[src/wpl_pkg.sv]
// Shared widths, constants and types of the weighted path length block.
`timescale 1ns / 1ps
package wpl_pkg;

   localparam int COORD_W     = 24;
   localparam int COEF_W      = 24;
   localparam int CSR_COUNT   = 6;
   localparam int CSR_IDX_W   = 3;
   localparam int MAG_W       = 24;
   localparam int SQ_W        = 48;
   localparam int TERM_W      = 49;
   localparam int SUM_W       = 52;
   localparam int RAD_W       = 48;
   localparam int ROOT_W      = 24;
   localparam int TOTAL_W     = 32;
   localparam int COEF_FRAC   = 16;

   // pipeline depth of a lane (load to term) and of the merging tree
   localparam int LANE_DEPTH  = 5;
   localparam int MERGE_DEPTH = 2;

   localparam logic [MAG_W-1:0]  TWO_PI_Q13 = 24'd51472;
   localparam logic [MAG_W-1:0]  PI_Q13     = 24'd25736;
   localparam logic [TERM_W-1:0] TERM_CAP   = 49'h1_0000_0000_0000;
   localparam logic [COEF_W-1:0] COEF_ONE   = 24'h01_0000;

   typedef logic [TERM_W-1:0] term_type;

   // radicand of the root unit: sat marks a sum at or above 2^48
   typedef struct packed {
      logic             sat;
      logic [RAD_W-1:0] value;
   } radicand_type;

endpackage

[src/wpl_lane.sv]
// One dimension lane: difference, angle wrap, square and coefficient scaling.
`timescale 1ns / 1ps
module wpl_lane
   import wpl_pkg::*;
#(
   parameter bit IS_ANGLE = 1'b0
) (
   input  logic                      clock,
   input  logic                      load,
   input  logic signed [COORD_W-1:0] coord,
   input  logic        [COEF_W-1:0]  coef,
   output term_type                  term
);

   localparam int WIDE_W = SQ_W + (MAG_W - COEF_FRAC) + 1;

   logic signed [COORD_W-1:0] cur_ff;
   logic signed [COORD_W-1:0] prev_ff;
   logic signed [COORD_W:0]   diff;
   logic        [COORD_W:0]   mag_abs;
   logic        [MAG_W-1:0]   mag_in;
   logic        [MAG_W-1:0]   mag_ff;
   logic        [SQ_W-1:0]    sq_ff;
   logic        [SQ_W-1:0]    plo_ff;
   logic        [MAG_W-1:0]   sqhi_ff;
   logic        [SQ_W-1:0]    phi_ff;
   logic        [WIDE_W-1:0]  wide;
   term_type                  term_in;
   term_type                  term_ff;

   always_comb begin
      diff    = (COORD_W+1)'(cur_ff) - (COORD_W+1)'(prev_ff);
      mag_abs = diff[COORD_W] ? (COORD_W+1)'(-diff) : (COORD_W+1)'(diff);
      mag_in  = mag_abs[MAG_W-1:0];
      // take the shorter way around the circle
      if (IS_ANGLE && (mag_in > PI_Q13)) begin
         mag_in = (mag_in > TWO_PI_Q13) ? (mag_in - TWO_PI_Q13) : (TWO_PI_Q13 - mag_in);
      end
      // (sq * coef) >> 16 with sq split at bit 24
      wide    = {1'b0, phi_ff, (MAG_W-COEF_FRAC)'(0)}
              + WIDE_W'(plo_ff[SQ_W-1:COEF_FRAC]);
      term_in = (wide > WIDE_W'(TERM_CAP)) ? TERM_CAP : wide[TERM_W-1:0];
   end

   always_ff @(posedge clock) begin
      if (load) begin
         prev_ff <= cur_ff;
         cur_ff  <= coord;
      end
      mag_ff  <= mag_in;
      sq_ff   <= SQ_W'(mag_ff) * SQ_W'(mag_ff);
      plo_ff  <= SQ_W'(sq_ff[MAG_W-1:0]) * SQ_W'(coef);
      sqhi_ff <= sq_ff[SQ_W-1:MAG_W];
      phi_ff  <= SQ_W'(sqhi_ff) * SQ_W'(coef);
      term_ff <= term_in;
   end

   assign term = term_ff;

endmodule

[config.mk]
export PLATFORM = sky130hd
export DESIGN_NAME = wpl_lane
export DESIGN_NICKNAME = d
export VERILOG_FILES = /design/src/wpl_pkg.sv /design/src/wpl_lane.sv
export SDC_FILE = /design/constraint.sdc
export NUM_CORES = 2
export LEC_CHECK = 0
export BUFFER_PORTS_ARGS = -buffer_cell sky130_fd_sc_hd__buf_4
export CORE_MARGIN = 5
export CORE_UTILIZATION = 25
export DETAILED_ROUTE_END_ITERATION = 10
export GPL_TIMING_DRIVEN = 0
export REMOVE_ABC_BUFFERS = 1
export SYNTH_ARGS = -nofsm -noshare
export SYNTH_HDL_FRONTEND = slang
export SYNTH_SLANG_ARGS = --single-unit
[constraint.sdc]
create_clock -name clock -period 11.35 [get_ports clock]
set_clock_uncertainty 0.15 [all_clocks]
set_input_delay 1.135 -clock clock [delete_from_list [all_inputs] [get_ports clock]]
set_output_delay 1.135 -clock clock [all_outputs]
set_load 0.005 [all_outputs]
==> impl_metrics.json <==
{
  "gr-total-overflow": 0,
  "crit_start": "sq_ff[13]",
  "firstDrtPassIters": 7,
  "post-route-period-util_pct": 84.0,
  "final_common_cell": "inv_1",
  "cts_setup_buffers": 0,
  "syn_area_per_cell_sq_um": 9.22,
  "numCtsBuffers": 34,
  "ioPinCount": 99,
  "grt_max_degree": 49,
  "clkTransAtPathRegs_ps": 80,
  "cts_tree": "yes",
  "drt_wl_total_um": 161000,
  "design.core.area_sq_mm": 0.249,
  "slew_headroom_pct": 1.61,
  "vias": 43500,
  "synth-edff-count": 48,
  "synth_ff_type": "dfxtp_1",
  "gp_congestion": 0.851,
  "fillers": 26500,
  "holdPathStages": 0,
  "viasPerCell": 4.34,
  "grt_usage_pct": 12.5,
  "arrival_ps": 9880,
  "rsz0062_at_grt": "false",
  "min_period_ps": 9530,
  "die_y_um": 511,
  "ys_seq_area_share_pct": 9.45,
  "outcome": "finished clean",
  "drt.antenna.violating_nets": 0,
  "clockBufferDepth": 3,
  "cp_slowest_stage_delay_ps": 1250,
  "timing.rr.start": "sq_ff[13]",
  "fp.dieW_um": 511,
  "syn-cell-area_sq_mm": 0.0627,
  "crit_type": "flip-flop to flip-flop",
  "max_freq_ghz": 0.105,
  "timing.setup.tns_ps": 0,
  "holdBufCountCts": 0,
  "antenna_found_initial": 2,
  "syn_to_final_growth_pct": 7.94,
  "synthCells": 6802,
  "ff2ff_setup_slack_ps": 1820,
  "dieArea_sq_mm": 0.261,
  "ys_ff_latch": 272,
  "start_util_pct": 25.2,
  "crit_required_ps": 11700,
  "max_slew.worst_pin.slew_ps": 1470,
  "finalSetupViolations": 0,
  "clk_latency_ps": 590,
  "diodes": 0,
  "cts_sinks": 272,
  "cap_violations": 0,
  "root_buffer": "clkbuf_16",
  "grt_first_pass_wirelength_um": 266000,
  "ys_warn_count": 0,
  "ctsHtreeMaxLevel": 2,
  "setup.worst_path.end_class": "flip-flop",
  "reg2regPathDepth": 26,
  "grt_pass1_vias": 49000,
  "numPortBuffers": 98,
  "num_rows": 183,
  "crit_path_start_kind": "flip-flop",
  "wl_per_cell_um": 16.1,
  "synth_cell_type_count": 85,
  "route.detailed.drc": 0,
  "cp_max_fo": 24,
  "cpMaxStageDelayCell": "dfxtp_1",
  "nets": 8663,
  "drive_gt1_share_pct": 3.23,
  "cts-resized-gates": 0,
  "first_iter_violations": 2550,
  "finalHoldViolations": 0,
  "finalMaxSlewViolations": 0,
  "final_cell_mix": "inv_1 (1729), fa_1 (1374), nand2_1 (787)",
  "worstHoldStart": "sq_ff[26]",
  "place_hpwl_um": 120000,
  "holdCritPathClass": "flip-flop to flip-flop",
  "async_flop_share_pct": 0
}
worst max-delay path, delay by kind of cell, from the launching register on:
family | cells | cell delay, ps
adder cells (fa/ha/maj) | 8 | 3980
AO/OA/AOI/OAI | 7 | 2130
AND/OR/NAND/NOR | 4 | 1510
flip-flops | 1 | 1250
buffers and inverters | 7 | 420
logic make-up after synthesis:
kind of cell	Yosys count	synth area share [%]
AND/OR/NAND/NOR	1873	15.1
adder cells (fa/ha/maj)	1951	55.4
flip-flops	272	9.45
AO/OA/AOI/OAI	480	4.96
other	2	0.0120
XOR/XNOR	208	2.91
multiplexers	5	0.0858
buffers and inverters	2011	12.1
synth_stat cells (4+ instances only):
| cell | number | area [sq um] |
|---|---|---|
| o31ai_1 | 13 | 97.6 |
| or3_1 | 7 | 43.8 |
| a21boi_0 | 6 | 45.0 |
| or2_2 | 12 | 75.1 |
| o21ai_1 | 5 | 25.0 |
| a31o_2 | 4 | 35.0 |
| dfxtp_1 | 224 | 4480 |
| nor2_1 | 140 | 526 |
| nand3b_1 | 6 | 45.0 |
| xor2_1 | 83 | 727 |
| o31a_1 | 5 | 43.8 |
| buf_2 | 9 | 45.0 |
| edfxtp_1 | 48 | 1440 |
| fa_1 | 1374 | 27500 |
| nor2b_1 | 35 | 219 |
| nor3_1 | 29 | 145 |
| and2_1 | 711 | 4450 |
| o21ai_0 | 79 | 395 |
| xnor2_1 | 125 | 1090 |
| a211oi_1 | 15 | 113 |
| a21oi_1 | 156 | 781 |
| nor4_1 | 6 | 37.5 |
| o2111ai_1 | 4 | 35.0 |
| o211ai_1 | 10 | 75.1 |
| a2111oi_0 | 4 | 35.0 |
| o21ai_2 | 4 | 35.0 |
| nor2_4 | 10 | 113 |
| a211o_1 | 8 | 70.1 |
| o21bai_1 | 20 | 150 |
| a31oi_1 | 15 | 93.8 |
| nand4_1 | 19 | 119 |
| and3_1 | 22 | 138 |
| ha_1 | 577 | 7220 |
| buf_1 | 5 | 18.8 |
| nand2_1 | 787 | 2950 |
| a21o_1 | 75 | 563 |
| nor2_2 | 10 | 62.6 |
| nand3_1 | 38 | 190 |
| o22ai_1 | 5 | 31.3 |
| clkbuf_1 | 264 | 991 |
| o21a_1 | 24 | 180 |
| nand2b_1 | 14 | 87.6 |
| nor3b_1 | 6 | 45.0 |
| inv_1 | 1729 | 6490 |
registers in the layout (all words and copies together) (netlist names):
name,cells
plo_ff,32
term,49
mag_ff,24
cur_ff,24
sq_ff,47
phi_ff,48
prev_ff,24
sqhi_ff,24
through the flow:
stage / cells / hold slack [ps] / setup slack [ps] / instance area (sq um) / utilization (%)
2_1_floorplan: 6527 / 160 / 3690 / 61600 / -
3_3_place_gp: 9955 / 161 / 1410 / 66500 / 26.7
3_5_place_dp: 9956 / 162 / 1330 / 66600 / 26.7
4_1_cts: 10000 / 169 / 1840 / 67700 / 27.2
5_1_grt: 10000 / 175 / 1350 / 67700 / 27.2
6_report: 10000 / 142 / 1820 / 67700 / 27.2
per-layer routing:
layer,GRT usage [%],wire (um),up-vias
met2,20.6,74100,1335
met1,17.3,73000,22300
li1,-,-,19600
met5,0,0,-
met4,2.69,3430,0
met3,2.08,10500,239
worst paths after layout:
kind                                    to
worst max register to register  plo_ff[46]
worst min-delay path            sqhi_ff[2]
worst min register to register  sqhi_ff[2]
worst max-delay path            plo_ff[46]
layout make-up:
type,instances,area [sq um],area share (%)
multi-input combinational,4526,49200,72.7
inverter,1729,6490,9.59
sequential,272,5930,8.76
tap,3330,4170,6.16
clock buffer,43,956,1.41
timing repair buffer,99,756,1.12
clock inverter,15,168,0.248
Power is not shown: default switching activity piles up to over one toggle a cycle in this logic, so the estimate is an artifact.
