[src/wpl_pkg.sv]
// Shared widths, constants and types of the weighted path length block.
`timescale 1ns / 1ps
package wpl_pkg;

   localparam int COORD_W     = 24;
   localparam int COEF_W      = 24;
   localparam int CSR_COUNT   = 6;
   localparam int CSR_IDX_W   = 3;
   localparam int MAG_W       = 24;
   localparam int SQ_W        = 48;
   localparam int TERM_W      = 49;
   localparam int SUM_W       = 52;
   localparam int RAD_W       = 48;
   localparam int ROOT_W      = 24;
   localparam int TOTAL_W     = 32;
   localparam int COEF_FRAC   = 16;

   // pipeline depth of a lane (load to term) and of the merging tree
   localparam int LANE_DEPTH  = 5;
   localparam int MERGE_DEPTH = 2;

   localparam logic [MAG_W-1:0]  TWO_PI_Q13 = 24'd51472;
   localparam logic [MAG_W-1:0]  PI_Q13     = 24'd25736;
   localparam logic [TERM_W-1:0] TERM_CAP   = 49'h1_0000_0000_0000;
   localparam logic [COEF_W-1:0] COEF_ONE   = 24'h01_0000;

   typedef logic [TERM_W-1:0] term_type;

   // radicand of the root unit: sat marks a sum at or above 2^48
   typedef struct packed {
      logic             sat;
      logic [RAD_W-1:0] value;
   } radicand_type;

endpackage

[src/wpl_sqrt.sv]
// Iterative integer square root, two root bits per cycle.
`timescale 1ns / 1ps
module wpl_sqrt
   import wpl_pkg::*;
(
   input  logic              clock,
   input  logic              reset,
   input  logic              start,
   input  radicand_type      radicand,
   output logic              done,
   output logic [ROOT_W-1:0] root
);

   localparam int STEPS  = ROOT_W / 2;
   localparam int ITER_W = $clog2(STEPS);
   localparam int REM_W  = ROOT_W + 1;

   function automatic logic [REM_W+ROOT_W-1:0] root_step(
      input logic [REM_W-1:0]  rem,
      input logic [ROOT_W-1:0] q,
      input logic [1:0]        bits
   );
      logic [REM_W+1:0] shifted;
      logic [REM_W+1:0] trial;
      logic [REM_W+1:0] left;
      logic [REM_W-1:0] rem_out;
      logic [ROOT_W-1:0] q_out;
      shifted = {rem, bits};
      trial   = (REM_W+2)'({q, 2'b01});
      left    = shifted - trial;
      if (shifted >= trial) begin
         rem_out = left[REM_W-1:0];
         q_out   = {q[ROOT_W-2:0], 1'b1};
      end else begin
         rem_out = shifted[REM_W-1:0];
         q_out   = {q[ROOT_W-2:0], 1'b0};
      end
      return {rem_out, q_out};
   endfunction

   logic                    busy_ff;
   logic                    done_ff;
   logic [ITER_W-1:0]       iter_ff;
   logic [REM_W-1:0]        rem_ff;
   logic [ROOT_W-1:0]       q_ff;
   logic [RAD_W-1:0]        op_ff;
   logic                    sat_ff;
   logic [REM_W+ROOT_W-1:0] step_a;
   logic [REM_W+ROOT_W-1:0] step_b;

   always_comb begin
      step_a = root_step(rem_ff, q_ff, op_ff[RAD_W-1:RAD_W-2]);
      step_b = root_step(step_a[REM_W+ROOT_W-1:ROOT_W], step_a[ROOT_W-1:0],
                         op_ff[RAD_W-3:RAD_W-4]);
   end

   always_ff @(posedge clock) begin
      if (reset) begin
         busy_ff <= 1'b0;
         done_ff <= 1'b0;
         iter_ff <= '0;
      end else begin
         done_ff <= 1'b0;
         if (start) begin
            busy_ff <= 1'b1;
            iter_ff <= '0;
         end else if (busy_ff) begin
            iter_ff <= iter_ff + 1'b1;
            if (iter_ff == ITER_W'(STEPS - 1)) begin
               busy_ff <= 1'b0;
               done_ff <= 1'b1;
            end
         end
      end
   end

   always_ff @(posedge clock) begin
      if (start) begin
         rem_ff <= '0;
         q_ff   <= '0;
         op_ff  <= radicand.value;
         sat_ff <= radicand.sat;
      end else if (busy_ff) begin
         rem_ff <= step_b[REM_W+ROOT_W-1:ROOT_W];
         q_ff   <= step_b[ROOT_W-1:0];
         op_ff  <= {op_ff[RAD_W-5:0], 4'b0000};
      end
   end

   // a root of 2^24 saturates
   assign root = sat_ff ? '1 : q_ff;
   assign done = done_ff;

   a_start_when_idle: assert property (@(posedge clock) disable iff (reset)
      start |-> !busy_ff)
      else $error("root unit restarted while busy");

   a_done_at_end: assert property (@(posedge clock) disable iff (reset)
      $fell(busy_ff) |-> done_ff)
      else $error("root unit went idle without done");

   a_done_after_steps: assert property (@(posedge clock) disable iff (reset)
      done_ff |-> $past(iter_ff) == ITER_W'(STEPS - 1))
      else $error("root unit finished after wrong step count");

endmodule

[config.mk]
export PLATFORM = sky130hd
export DESIGN_NAME = wpl_sqrt
export DESIGN_NICKNAME = d
export VERILOG_FILES = /design/src/wpl_pkg.sv /design/src/wpl_sqrt.sv
export SDC_FILE = /design/constraint.sdc
export NUM_CORES = 1
export LEC_CHECK = 0
export BUFFER_PORTS_ARGS = -buffer_cell sky130_fd_sc_hd__buf_4
export CORE_MARGIN = 4
export CORE_UTILIZATION = 60
export DETAILED_ROUTE_END_ITERATION = 10
export MAX_ROUTING_LAYER = met4
export PLACE_DENSITY = 0.81
export SYNTH_ARGS = -nofsm -noshare
export SYNTH_HDL_FRONTEND = slang
export SYNTH_SLANG_ARGS = --single-unit
[constraint.sdc]
create_clock -name clock -period 7 [get_ports clock]
set_input_delay 2.1 -clock clock [delete_from_list [all_inputs] [get_ports clock]]
set_output_delay 2.1 -clock clock [all_outputs]
set_load 0.01 [all_outputs]
==> out/qor.csv <==
stage,metric,value,unit
timing,maxSlewViolCount,0,
worst_setup_path,cp.arrival,6.55,ns
global_routing,antenna_found_initial,0,
clock_network,cts_buffers,9,
timing,setup_violations,0,
yosys,synth_edf_count,49,
global_routing,track_usage,0.291,
clock_network,clk_latency,0.36,ns
die,die_area,14500,µm²
global_routing,grt_pass1_vias,6427,
clock_network,ctsHoldBuffers,0,
worst_setup_path,cp_num_buf_inv,3,
yosys,synth_area_leader_cell,edfxtp_1,
clock_network,path_clk_slew,0.08,ns
yosys,netlist_area,7560,µm²
worst_setup_path,critPathMaxStageDelay,0.63,ns
worst_setup_path,crit_family,simple AND/OR/NAND/NOR gates,
timing,worst_pin_slew,1.07,ns
min_path,worst_hold_path_type,flop to flop,
yosys,synth_cell_types,73,
timing,finalCriticalPeriod,6.29,ns
die,start_util,0.622,
timing,skew,0.00842,ns
timing,rsz0062_at_grt,false,
yosys,ys.flop_type,dfxtp_1,
global_routing,grt_max_degree,95,
layout,layout-drive-gt1-share,0.204,
yosys,synthCells,852,
detailed_routing,routed_via_density,6.14,
detailed_routing,via_count,6573,
placed_design,port-buffer-count,76,
yosys,syn_area_per_cell,8.87,µm²
worst_setup_path,crit_type,flop to flop,
die,core_region_area,12200,µm²
clock_network,cts.sinks,104,
global_routing,grt_pass1_wl,33.0,mm
yosys,synth_area_leaders,"edfxtp_1 (19%), dfxtp_1 (15%), ha_1 (8.8%)",
clock_network,post_cts_buffers,0,
layout,fill_cells,961,
layout,n_antenna_cell,0,
yosys,synth_common_cells,"nor2_1 (85), nand2_1 (66), a21oi_1 (56)",
yosys,post-synth-top-count-cell,nor2_1,
yosys,ys_ff_latch,104,
clock_network,root_buffer,clkbuf_16,
worst_setup_path,worstPathCellList,"inv_1, ha_1, and3_1, nand4_1, or4_1, nand3_2, o21a_4, inv_2, o41ai_1, ha_1, and3_1, nand3_1, nor4_2, nand4_1, nor2b_1, nand4_1, o211a_2, or2_1, buf_4, nand2_1, a311oi_1",
status,status,completed,
run,max_cap_violations,0,
worst_setup_path,cp_max_fo,40,
detailed_routing,drc_errors,0,
clock_network,cts.path.max_buffers,2,
detailed_routing,finalWirelength,20.2,mm
detailed_routing,drt_iter0_drc,698,
placed_design,gp_congestion,1.03,
detailed_routing,ant_nets,0,
worst_setup_path,cp-end-kind,flop,
timing,fmax,159,MHz
clock_network,htreeDepth,3,
yosys,synth-async-reset-ratio,0,
worst_setup_path,critPathLaunchType,flop,
timing,tns,0,ns
global_routing,grt-ovfl-total,0,
yosys,synth_top_area_share,0.195,
die,die_y,120,µm
timing,hold_viol_final,0,
clock_network,cts_resized,0,
layout,syn2layout_area_growth,12.1,%
die,die_w,120,µm
timing,slew_headroom,0.288,
placed_design,dp_hpwl,14.9,mm
die,row_count,40,
die,io_pins,77,
worst_setup_path,critical_path_required,7.26,ns
worst_setup_path,critPathSlowestCell,or4_1,
yosys,ys_warn_count,0,
detailed_routing,wl_per_cell,18.9,µm
worst_setup_path,path_common_cell,nand4_1,
clock_network,cts_tree,done,
yosys,seq_area_frac_synth,0.340,
detailed_routing,drtPass1Iterations,5,
layout,fin_nets,1002,
yosys,syn_nets,957,
timing,period_share,0.899,
## cells in the final DEF, fill, tap and decap left out, drive strengths merged, types with 4 or more instances in the layout
cell	count
nor2	86
buf	82
nand2	66
a21oi	57
dfxtp	55
ha	53
edfxtp	49
mux2	45
inv	44
o21ai	40
mux2i	32
or2	28
xnor2	23
a21o	22
nand3	20
xor2	18
a211oi	18
nand4	16
nor3	11
nand2b	10
a311oi	9
a31oi	9
nor2b	9
clkbuf	9
o211ai	9
o21bai	7
and2	7
and3	6
nor3b	6
o31ai	4
a31o	4
## metal layers
layer / track usage / vias to the layer above / share of wire
li1: - / 3177 / -
met1: 0.385 / 3087 / 0.43
met2: 0.461 / 277 / 0.47
met3: 0.0674 / 32 / 0.088
met4: 0.0687 / 0 / 0.018
met5: - / - / 0
## stage by stage
stage          hold WS [ns]  instances   util  setup slack [ns]  area [µm²]
3_5_place_dp          0.487       1054  0.672             0.849        8180
6_report              0.496       1070  0.697             0.709        8480
2_1_floorplan         0.454        852      -              2.07        7560
3_3_place_gp          0.470       1054  0.672              1.04        8180
4_1_cts               0.497       1070  0.697             0.785        8480
5_1_grt               0.512       1070  0.697             0.225        8480
## worst paths after layout
check	from	end	slack [ns]	cells after the start
worst max-delay path	q_ff[7]	rem_ff[6]	0.71	21
worst min-delay path	rem_ff[23]	rem_ff[23]	0.50	2
worst max register to register	q_ff[7]	rem_ff[6]	0.71	21
worst min register to register	rem_ff[23]	rem_ff[23]	0.50	2
## cells by family (layout without fill, tap and decap cells)
| logic type | count (synthesis) | after routing | synth area share |
|---|---|---|---|
| mux | 77 | 77 | 0.109 |
| fa+ha+maj | 53 | 53 | 0.0877 |
| buf+inv | 89 | 139 | 0.0483 |
| xor+xnor | 41 | 41 | 0.0475 |
| flops | 104 | 104 | 0.340 |
| simple gates | 277 | 277 | 0.179 |
| compound gates | 211 | 211 | 0.188 |
## worst min-delay path, delay by kind of cell (launching register included)
| family | cells | cell delay, ns |
|---|---|---|
| AOI/OAI and AO/OA | 1 | 0.05 |
| DFF | 1 | 0.32 |
| and+or+nand+nor | 1 | 0.08 |
## state kept, by name, indices dropped and copies added (netlist names)
name / cells
q_ff: 24
op_ff: 48
sat_ff: 1
busy_ff: 1
iter_ff: 4
rem_ff: 25
done: 1
## final cells by class
cell class	count	area (µm²)	share of cell area
sequential	104	2570	0.304
timing repair buffer	82	616	0.0726
inverter	41	154	0.0182
clock inverter	7	75.1	0.00886
tap	168	210	0.0248
clock buffer	9	225	0.0266
multi-input combinational	659	4620	0.545
Power is not shown: default switching activity piles up to over one toggle a cycle in this logic, so the estimate is an artifact.
