$ cat src/wpl_pkg.sv
// Shared widths, constants and types of the weighted path length block.
`timescale 1ns / 1ps
package wpl_pkg;

   localparam int COORD_W     = 24;
   localparam int COEF_W      = 24;
   localparam int CSR_COUNT   = 6;
   localparam int CSR_IDX_W   = 3;
   localparam int MAG_W       = 24;
   localparam int SQ_W        = 48;
   localparam int TERM_W      = 49;
   localparam int SUM_W       = 52;
   localparam int RAD_W       = 48;
   localparam int ROOT_W      = 24;
   localparam int TOTAL_W     = 32;
   localparam int COEF_FRAC   = 16;

   // pipeline depth of a lane (load to term) and of the merging tree
   localparam int LANE_DEPTH  = 5;
   localparam int MERGE_DEPTH = 2;

   localparam logic [MAG_W-1:0]  TWO_PI_Q13 = 24'd51472;
   localparam logic [MAG_W-1:0]  PI_Q13     = 24'd25736;
   localparam logic [TERM_W-1:0] TERM_CAP   = 49'h1_0000_0000_0000;
   localparam logic [COEF_W-1:0] COEF_ONE   = 24'h01_0000;

   typedef logic [TERM_W-1:0] term_type;

   // radicand of the root unit: sat marks a sum at or above 2^48
   typedef struct packed {
      logic             sat;
      logic [RAD_W-1:0] value;
   } radicand_type;

endpackage

$ cat src/wpl_merge.sv
// Registered adder tree that merges the lane terms into one radicand.
`timescale 1ns / 1ps
module wpl_merge
   import wpl_pkg::*;
#(
   parameter int NUM_LANES = 6
) (
   input  logic                                clock,
   input  logic [NUM_LANES-1:0][TERM_W-1:0]    terms,
   output radicand_type                        radicand
);

   localparam int NUM_PAIRS = (NUM_LANES + 1) / 2;

   logic [2*NUM_PAIRS-1:0][TERM_W-1:0] padded;
   logic [NUM_PAIRS-1:0][TERM_W:0]     pair_in;
   logic [NUM_PAIRS-1:0][TERM_W:0]     pair_ff;
   logic [SUM_W-1:0]                   total;
   radicand_type                       rad_in;
   radicand_type                       rad_ff;

   always_comb begin
      padded                 = '0;
      padded[NUM_LANES-1:0]  = terms;
      for (int p = 0; p < NUM_PAIRS; p++) begin
         pair_in[p] = (TERM_W+1)'(padded[2*p]) + (TERM_W+1)'(padded[2*p+1]);
      end
      total = '0;
      for (int p = 0; p < NUM_PAIRS; p++) begin
         total = total + SUM_W'(pair_ff[p]);
      end
      rad_in.sat   = |total[SUM_W-1:RAD_W];
      rad_in.value = total[RAD_W-1:0];
   end

   always_ff @(posedge clock) begin
      pair_ff <= pair_in;
      rad_ff  <= rad_in;
   end

   assign radicand = rad_ff;

endmodule

$ cat config.mk
export PLATFORM = sky130hd
export DESIGN_NAME = wpl_merge
export DESIGN_NICKNAME = d
export VERILOG_FILES = /design/src/wpl_pkg.sv /design/src/wpl_merge.sv
export SDC_FILE = /design/constraint.sdc
export NUM_CORES = 1
export LEC_CHECK = 0
export ABC_AREA = 0
export BUFFER_PORTS_ARGS = -buffer_cell sky130_fd_sc_hd__buf_2
export CORE_ASPECT_RATIO = 2
export CORE_MARGIN = 1
export CORE_UTILIZATION = 30
export CTS_CLUSTER_SIZE = 16
export DETAILED_ROUTE_END_ITERATION = 8
export PLACE_DENSITY = 0.55
export SYNTH_ARGS = -nofsm -noshare
export SYNTH_HDL_FRONTEND = slang
export SYNTH_SLANG_ARGS = --single-unit
$ cat constraint.sdc
create_clock -name clock -period 3.4 [get_ports clock]
set_input_delay 0.68 -clock clock [delete_from_list [all_inputs] [get_ports clock]]
set_output_delay 0.68 -clock clock [all_outputs]
set_load 0.05 [all_outputs]
==> results of run 1 <==
## routing by layer
metal  part of all wire (%)  track usage (%)  vias to the layer above  wire (µm)
met4                    7.4             14.8                        2       4320
met1                     33             19.2                     7193      19300
met3                    4.3             3.00                      113       2510
met2                     55             43.7                      480      32300
li1                       -                -                     7641          -
met5                  0.022                0                        -         13
## stage by stage
stage	utilization, %	worst slack [ns]	cells	TNS (ns)
floorplan	-	0.0796	1794	0
global placement	38.3	-0.368	2985	-5.98
detailed placement	38.3	-0.381	2985	-6.73
CTS	39.6	-0.00419	3018	-0.00419
global route	40.0	-0.183	3024	-0.476
finish	40.0	0.00189	3026	0
## power breakdown
group          internal (mW)  switching [mW]
logic                   4.81            6.51
registers               3.16           0.505
clock network          0.959            1.01
## repair_timing
action / 4_1_cts / 5_1_grt
setup buffers: 3 / 6
pin swaps: 9 / 21
gates resized for setup: 16 / 41
endpoints found under the hold margin: 0 / 0
endpoints found under the setup margin: 5 / 20
## kinds of logic after synthesis
kind of cell / after synthesis / synth area share [%]
compound gates: 622 / 26.1
xor+xnor: 182 / 10.1
fa+ha+maj: 250 / 22.5
buf+inv: 115 / 2.82
flops: 199 / 25.3
mux: 4 / 0.263
simple gates: 422 / 12.9
## final cells by class
class / instances / area [µm²] / area share [%]
clock inverters: 12 / 118 / 0.568
multi-input cells: 1480 / 11500 / 55.6
flip-flops and latches: 199 / 4000 / 19.3
inverters: 63 / 236 / 1.14
repair buffers: 592 / 3590 / 17.3
clock buffers: 18 / 429 / 2.07
diodes: 2 / 5.00 / 0.0242
well taps: 660 / 826 / 3.99
## final timing paths
| check | from | slack [ns] | end |
|---|---|---|---|
| setup / recovery | pair_ff[101] | 0.002 | radicand[37] |
| hold / removal | terms[49] | 0.45 | pair_ff[0] |
| setup reg to reg | pair_ff[101] | 0.002 | radicand[37] |
| hold reg to reg | pair_ff[100] | 0.66 | radicand[0] |
## sequential cells by signal (all words and copies together), names as in the netlist
register  count
radicand     49
pair_ff     150
## Yosys cell counts, types with 23 or more instances
master | number | share of area [%]
a21oi_1 | 203 | 6.5
xnor2_1 | 114 | 6.3
ha_1 | 196 | 16
o21bai_1 | 34 | 1.6
dfxtp_1 | 199 | 25
nand3_1 | 35 | 1.1
nor2_1 | 97 | 2.3
inv_1 | 63 | 1.5
fa_1 | 54 | 6.9
clkbuf_1 | 45 | 1.1
o21ai_0 | 78 | 2.5
xor2_1 | 68 | 3.8
nand2_1 | 141 | 3.4
nand4_1 | 40 | 1.6
a31oi_1 | 23 | 0.91
a21o_1 | 125 | 6.0
## worst reg2reg max path, cell delays in order (launching register included)
cell and delay, ns:
dfxtp_2 0.33, fa_1 0.54, ha_2 0.19, inv_2 0.04, fa_2 0.34, nand2b_4 0.16, a21oi_4 0.13, o21a_1 0.20
o21bai_2 0.09, o31a_1 0.33, o211ai_1 0.24, a21oi_2 0.10, o31a_1 0.32, buf_4 0.15, xnor2_2 0.12
==> impl_metrics.env, run 1 <==
export IMPL_ys_warn_count=0
export IMPL_postSynthCellCount=1794
export IMPL_avgSynthCellArea_um2=8.77
export IMPL_finClkSkew_ns=0.0147
export IMPL_clkTransAtPathRegs_ns=0.08
export IMPL_place_area_um2=19900
export IMPL_fill_cells=5304
export IMPL_ioPinCount=344
export IMPL_fin_crit_sh_pct=99.9
export IMPL_powerDensity_nw_per_um2=819
export IMPL_cp_arrival_ns=3.74
export IMPL_ys_seq_area_share_pct=25.3
export IMPL_num_nets_final=2898
export IMPL_worst_setup_path_end_kind="flip-flop"
export IMPL_ys_seq_elements=199
export IMPL_fp_coreArea_um2=51800
export IMPL_worstHoldPathCells=2
export IMPL_whs_ns=0.451
export IMPL_max_stage_delay_ns=0.54
export IMPL_antenna_found_initial=1
export IMPL_worst_path_stages=14
export IMPL_die_area_um2=53400
export IMPL_grt_util_all_layers_pct=21.8
export IMPL_reg2reg_depth=14
export IMPL_setup_viol=0
export IMPL_wirelength_um=58400
export IMPL_worstMarginPinSlew_ns=0.573
export IMPL_num_rows=118
export IMPL_final_common_cell="buf_2"
export IMPL_clock_fmax_mhz=294
export IMPL_cp_top_family="compound AO/OA/AOI/OAI gates"
export IMPL_worstPathMaxFanout=3
export IMPL_grt_max_degree=19
export IMPL_viasPerCell=5.10
export IMPL_min_period_ns=3.40
export IMPL_dp_hpwl_um=50900
export IMPL_grt_overflow_total=0
export IMPL_antenna_left=0
export IMPL_synth_nets=2339
export IMPL_worst_path_buf_inv=2
export IMPL_syn_area_um2=15700
export IMPL_grt_pass1_wl_um=87100
export IMPL_portBuffers=343
export IMPL_post_drt_wl_per_cell_um=19.3
export IMPL_hold_viol_final=0
export IMPL_area_growth_pct=31.7
export IMPL_hold_class="in -> reg"
export IMPL_cts_sinks=199
export IMPL_cpMaxStageDelayCell="fa_1"
export IMPL_crit_type="reg -> reg"
export IMPL_total_power_mw=17.0
export IMPL_relSlewSlack_pct=61.5
export IMPL_status="complete, no violations"
export IMPL_cts_root_buf="clkbuf_16"
export IMPL_grt_pass1_vias=16125
export IMPL_worstPathRequired_ns=3.74
export IMPL_slew_viol_final=0
export IMPL_ctsHtreeMaxLevel=4
export IMPL_rsz0062_at_grt="true"
export IMPL_synth_cell_type_count=85
export IMPL_synth_edf_count=0
export IMPL_postCtsHoldBufs=0
export IMPL_place_gp_congestion=0.902
export IMPL_cts_tree="done"
export IMPL_final_cell_mix="buf_2, buf_4, a21oi_1"
export IMPL_maxCapViolCount=0
export IMPL_cpMostUsedCell="o31a_1"
export IMPL_chipHeight_um=326
export IMPL_vias=15429
export IMPL_final_area_um2=20700
export IMPL_clock_path_buffers=2
export IMPL_peakVddDrop_mv=1.02
export IMPL_critPathLaunchType="flip-flop"
export IMPL_clock_latency_ns=0.45
export IMPL_start_util_pct=30.4
export IMPL_p_leak_nw=10.1
export IMPL_synthArstFlopShare_pct=0
export IMPL_dr_pass1_iters=5
export IMPL_path_cells="fa_1 > ha_2 > inv_2 > fa_2 > nand2b_4 > a21oi_4 > o21a_1 > o21bai_2 > o31a_1 > o211ai_1 > a21oi_2 > o31a_1 > buf_4 > xnor2_2"
export IMPL_synthFlopType="dfxtp_1"
export IMPL_cts_made_buffers=17
export IMPL_drive_gt1_share_pct=29.6
export IMPL_drt_iter0_markers=681
export IMPL_die_w_um=164
export IMPL_drc=0
Power figures use the tool's default switching activity.
==> run 2, diff against run 1 <==
==> constraint.sdc (replaced) <==
create_clock -name clock -period 3.4 [get_ports clock]
set_input_delay 0.17 -clock clock [delete_from_list [all_inputs] [get_ports clock]]
set_output_delay 0.17 -clock clock [all_outputs]
set_load 0.05 [all_outputs]
==> impl_metrics.env, run 2 (same netlist as run 1, synthesis figures left out) <==
export IMPL_status="complete, no violations"
export IMPL_critPathLaunchType="flip-flop"
export IMPL_antenna_found_initial=2
export IMPL_num_rows=118
export IMPL_grt_max_degree=19
export IMPL_cts_tree="done"
export IMPL_start_util_pct=30.4
export IMPL_top_register="pair_ff"
export IMPL_cts_sinks=199
export IMPL_worstReg2RegStart="pair_ff[101]"
export IMPL_die_w_um=164
export IMPL_drc=0
export IMPL_die_area_um2=53400
export IMPL_cts_made_buffers=17
export IMPL_hold_class="in -> reg"
export IMPL_grt_util_all_layers_pct=21.4
export IMPL_final_cell_mix="buf_2, a21oi_1, dfxtp_1"
export IMPL_met3_usage_pct=2.98
export IMPL_largest_register_ffs=150
export IMPL_viasPerCell=5.17
export IMPL_final_common_cell="buf_2"
export IMPL_cpMaxStageDelayCell="fa_1"
export IMPL_dp_hpwl_um=50000
export IMPL_grt_overflow_total=0
export IMPL_cts_root_buf="clkbuf_16"
export IMPL_cp_top_family="compound AO/OA/AOI/OAI gates"
export IMPL_grtUsageMet1_pct=19.0
export IMPL_worstPathRequired_ns=3.78
export IMPL_dr_pass1_iters=5
export IMPL_cpMostUsedCell="o31a_1"
export IMPL_antenna_left=0
export IMPL_fp_coreArea_um2=51800
export IMPL_wirelength_um=57200
export IMPL_startpoint="pair_ff[101]"
export IMPL_portBuffers=343
export IMPL_vias=14824
export IMPL_r2r_end="radicand[41]"
export IMPL_grt_busiest_layer="met2"
export IMPL_place_gp_congestion=0.909
export IMPL_slew_viol_final=0
export IMPL_reg2reg_slack_ns=0.01
export IMPL_drive_gt1_share_pct=23.4
export IMPL_peakVddDrop_mv=0.737
export IMPL_ioPinCount=344
export IMPL_relSlewSlack_pct=54.4
export IMPL_ctsHtreeMaxLevel=4
export IMPL_cp_arrival_ns=3.77
export IMPL_fill_cells=5415
export IMPL_clock_latency_ns=0.45
export IMPL_setup_viol=0
export IMPL_fin_util_pct=37.6
export IMPL_reg2reg_depth=14
export IMPL_clock_fmax_mhz=295
export IMPL_maxCapViolCount=0
export IMPL_grt_pass1_vias=15389
export IMPL_worstMarginPinSlew_ns=0.680
export IMPL_crit_type="reg -> reg"
export IMPL_post_drt_wl_per_cell_um=20.0
export IMPL_drt_iter0_markers=948
export IMPL_final_cells=2866
export IMPL_grt_pass1_wl_um=84800
export IMPL_place_area_um2=18700
export IMPL_clock_path_buffers=2
export IMPL_worst_path_stages=14
export IMPL_powerDensity_nw_per_um2=848
export IMPL_hold_viol_final=0
export IMPL_min_period_ns=3.39
export IMPL_placed_cells=2827
export IMPL_worst_setup_path_end_kind="flip-flop"
export IMPL_use_met2_pct=43.0
export IMPL_area_growth_pct=23.8
export IMPL_path_cells="fa_1 > ha_2 > inv_2 > fa_2 > nand2b_4 > a21oi_4 > o21a_1 > o21bai_2 > o31a_1 > o211ai_1 > a21oi_2 > o31a_1 > o21ai_2 > xor2_1"
export IMPL_worstPathMaxFanout=3
export IMPL_max_stage_delay_ns=0.54
export IMPL_chipHeight_um=326
export IMPL_final_area_um2=19500
export IMPL_crit_path_end="radicand[41]"
export IMPL_worst_path_buf_inv=1
export IMPL_rsz0062_at_grt="true"
export IMPL_finClkSkew_ns=0.0129
export IMPL_num_nets_final=2737
export IMPL_total_power_mw=16.5
export IMPL_p_leak_nw=9.31
export IMPL_fin_crit_sh_pct=99.6
export IMPL_clkTransAtPathRegs_ns=0.07
[run 2: cell types whose count changed in the layout (fill, tap and decap cells not counted), moves of 3 or more]
cell      before  now
a21oi_1      197  200
ha_1         190  193
buf_4        249   87
clkinv_4       4    1
fa_1          50   53
dfxtp_1      189  198
nor3_2         0    3
a21oi_2        6    3
fa_2           4    1
dfxtp_2        9    1
[run 2: worst min path at each step]
stage / start / endpoint / slack, ns / cells past startpoint
after floorplan: terms[49] / pair_ff[0] / 0.29 / 1
after global placement: terms[147] / pair_ff[50] / 0.39 / 2
after detailed placement: terms[147] / pair_ff[50] / 0.39 / 2
after CTS: terms[196] / pair_ff[100] / 0.02 / 2
final: terms[195] / pair_ff[99] / 0.04 / 4
after global routing: terms[196] / pair_ff[100] / 0.04 / 2
[run 2: stage by stage]
step                hold WS, ns  setup TNS, ns  setup WS [ns]
global placement          0.386         -0.160         -0.115
CTS                      0.0166              0        0.00977
global route             0.0362         -0.484         -0.218
detailed placement        0.389         -0.343         -0.174
finish                   0.0432              0         0.0125
floorplan                 0.290              0          0.110
[run 2: area by class of cell]
type                    count  area [µm²]  area share (%)
well taps                 660         826            4.24
clock buffers              18         429            2.20
repair buffers            431        2380            12.2
clock inverters            14         165           0.848
multi-input cells        1480       11400            58.8
flip-flops and latches    199        3990            20.5
diodes                      1        2.50          0.0129
inverters                  63         236            1.21
[run 2: tightest hold or removal path: cells and delay by family]
family | cells | cell delay (ns)
adders and majority gates | 1 | 0.12
buffers and inverters | 1 | 0.08
AOI/OAI and AO/OA | 1 | 0.04
and+or+nand+nor | 1 | 0.06
[run 2: timing repair]
item,4_1_cts,5_1_grt
hold endpoints to repair,1,0
pin swaps,4,21
setup endpoints to repair,3,10
hold buffers,1,0
buffers inserted,0,5
cloned,0,0
gates resized for setup,8,24
[run 2: metal layers]
metal,vias up,routed length (µm)
met5,-,13
met4,2,4060
met3,93,2410
met2,502,31900
met1,6899,18800
li1,7328,-
[run 2: where the power goes]
group	internal, mW	total (mW)	switching (mW)	leakage, nW
Clock	1.11	2.08	0.975	0.284
Combinational	4.31	10.8	6.51	7.35
Sequential	3.15	3.60	0.449	1.68
Total	8.57	16.5	7.94	9.31
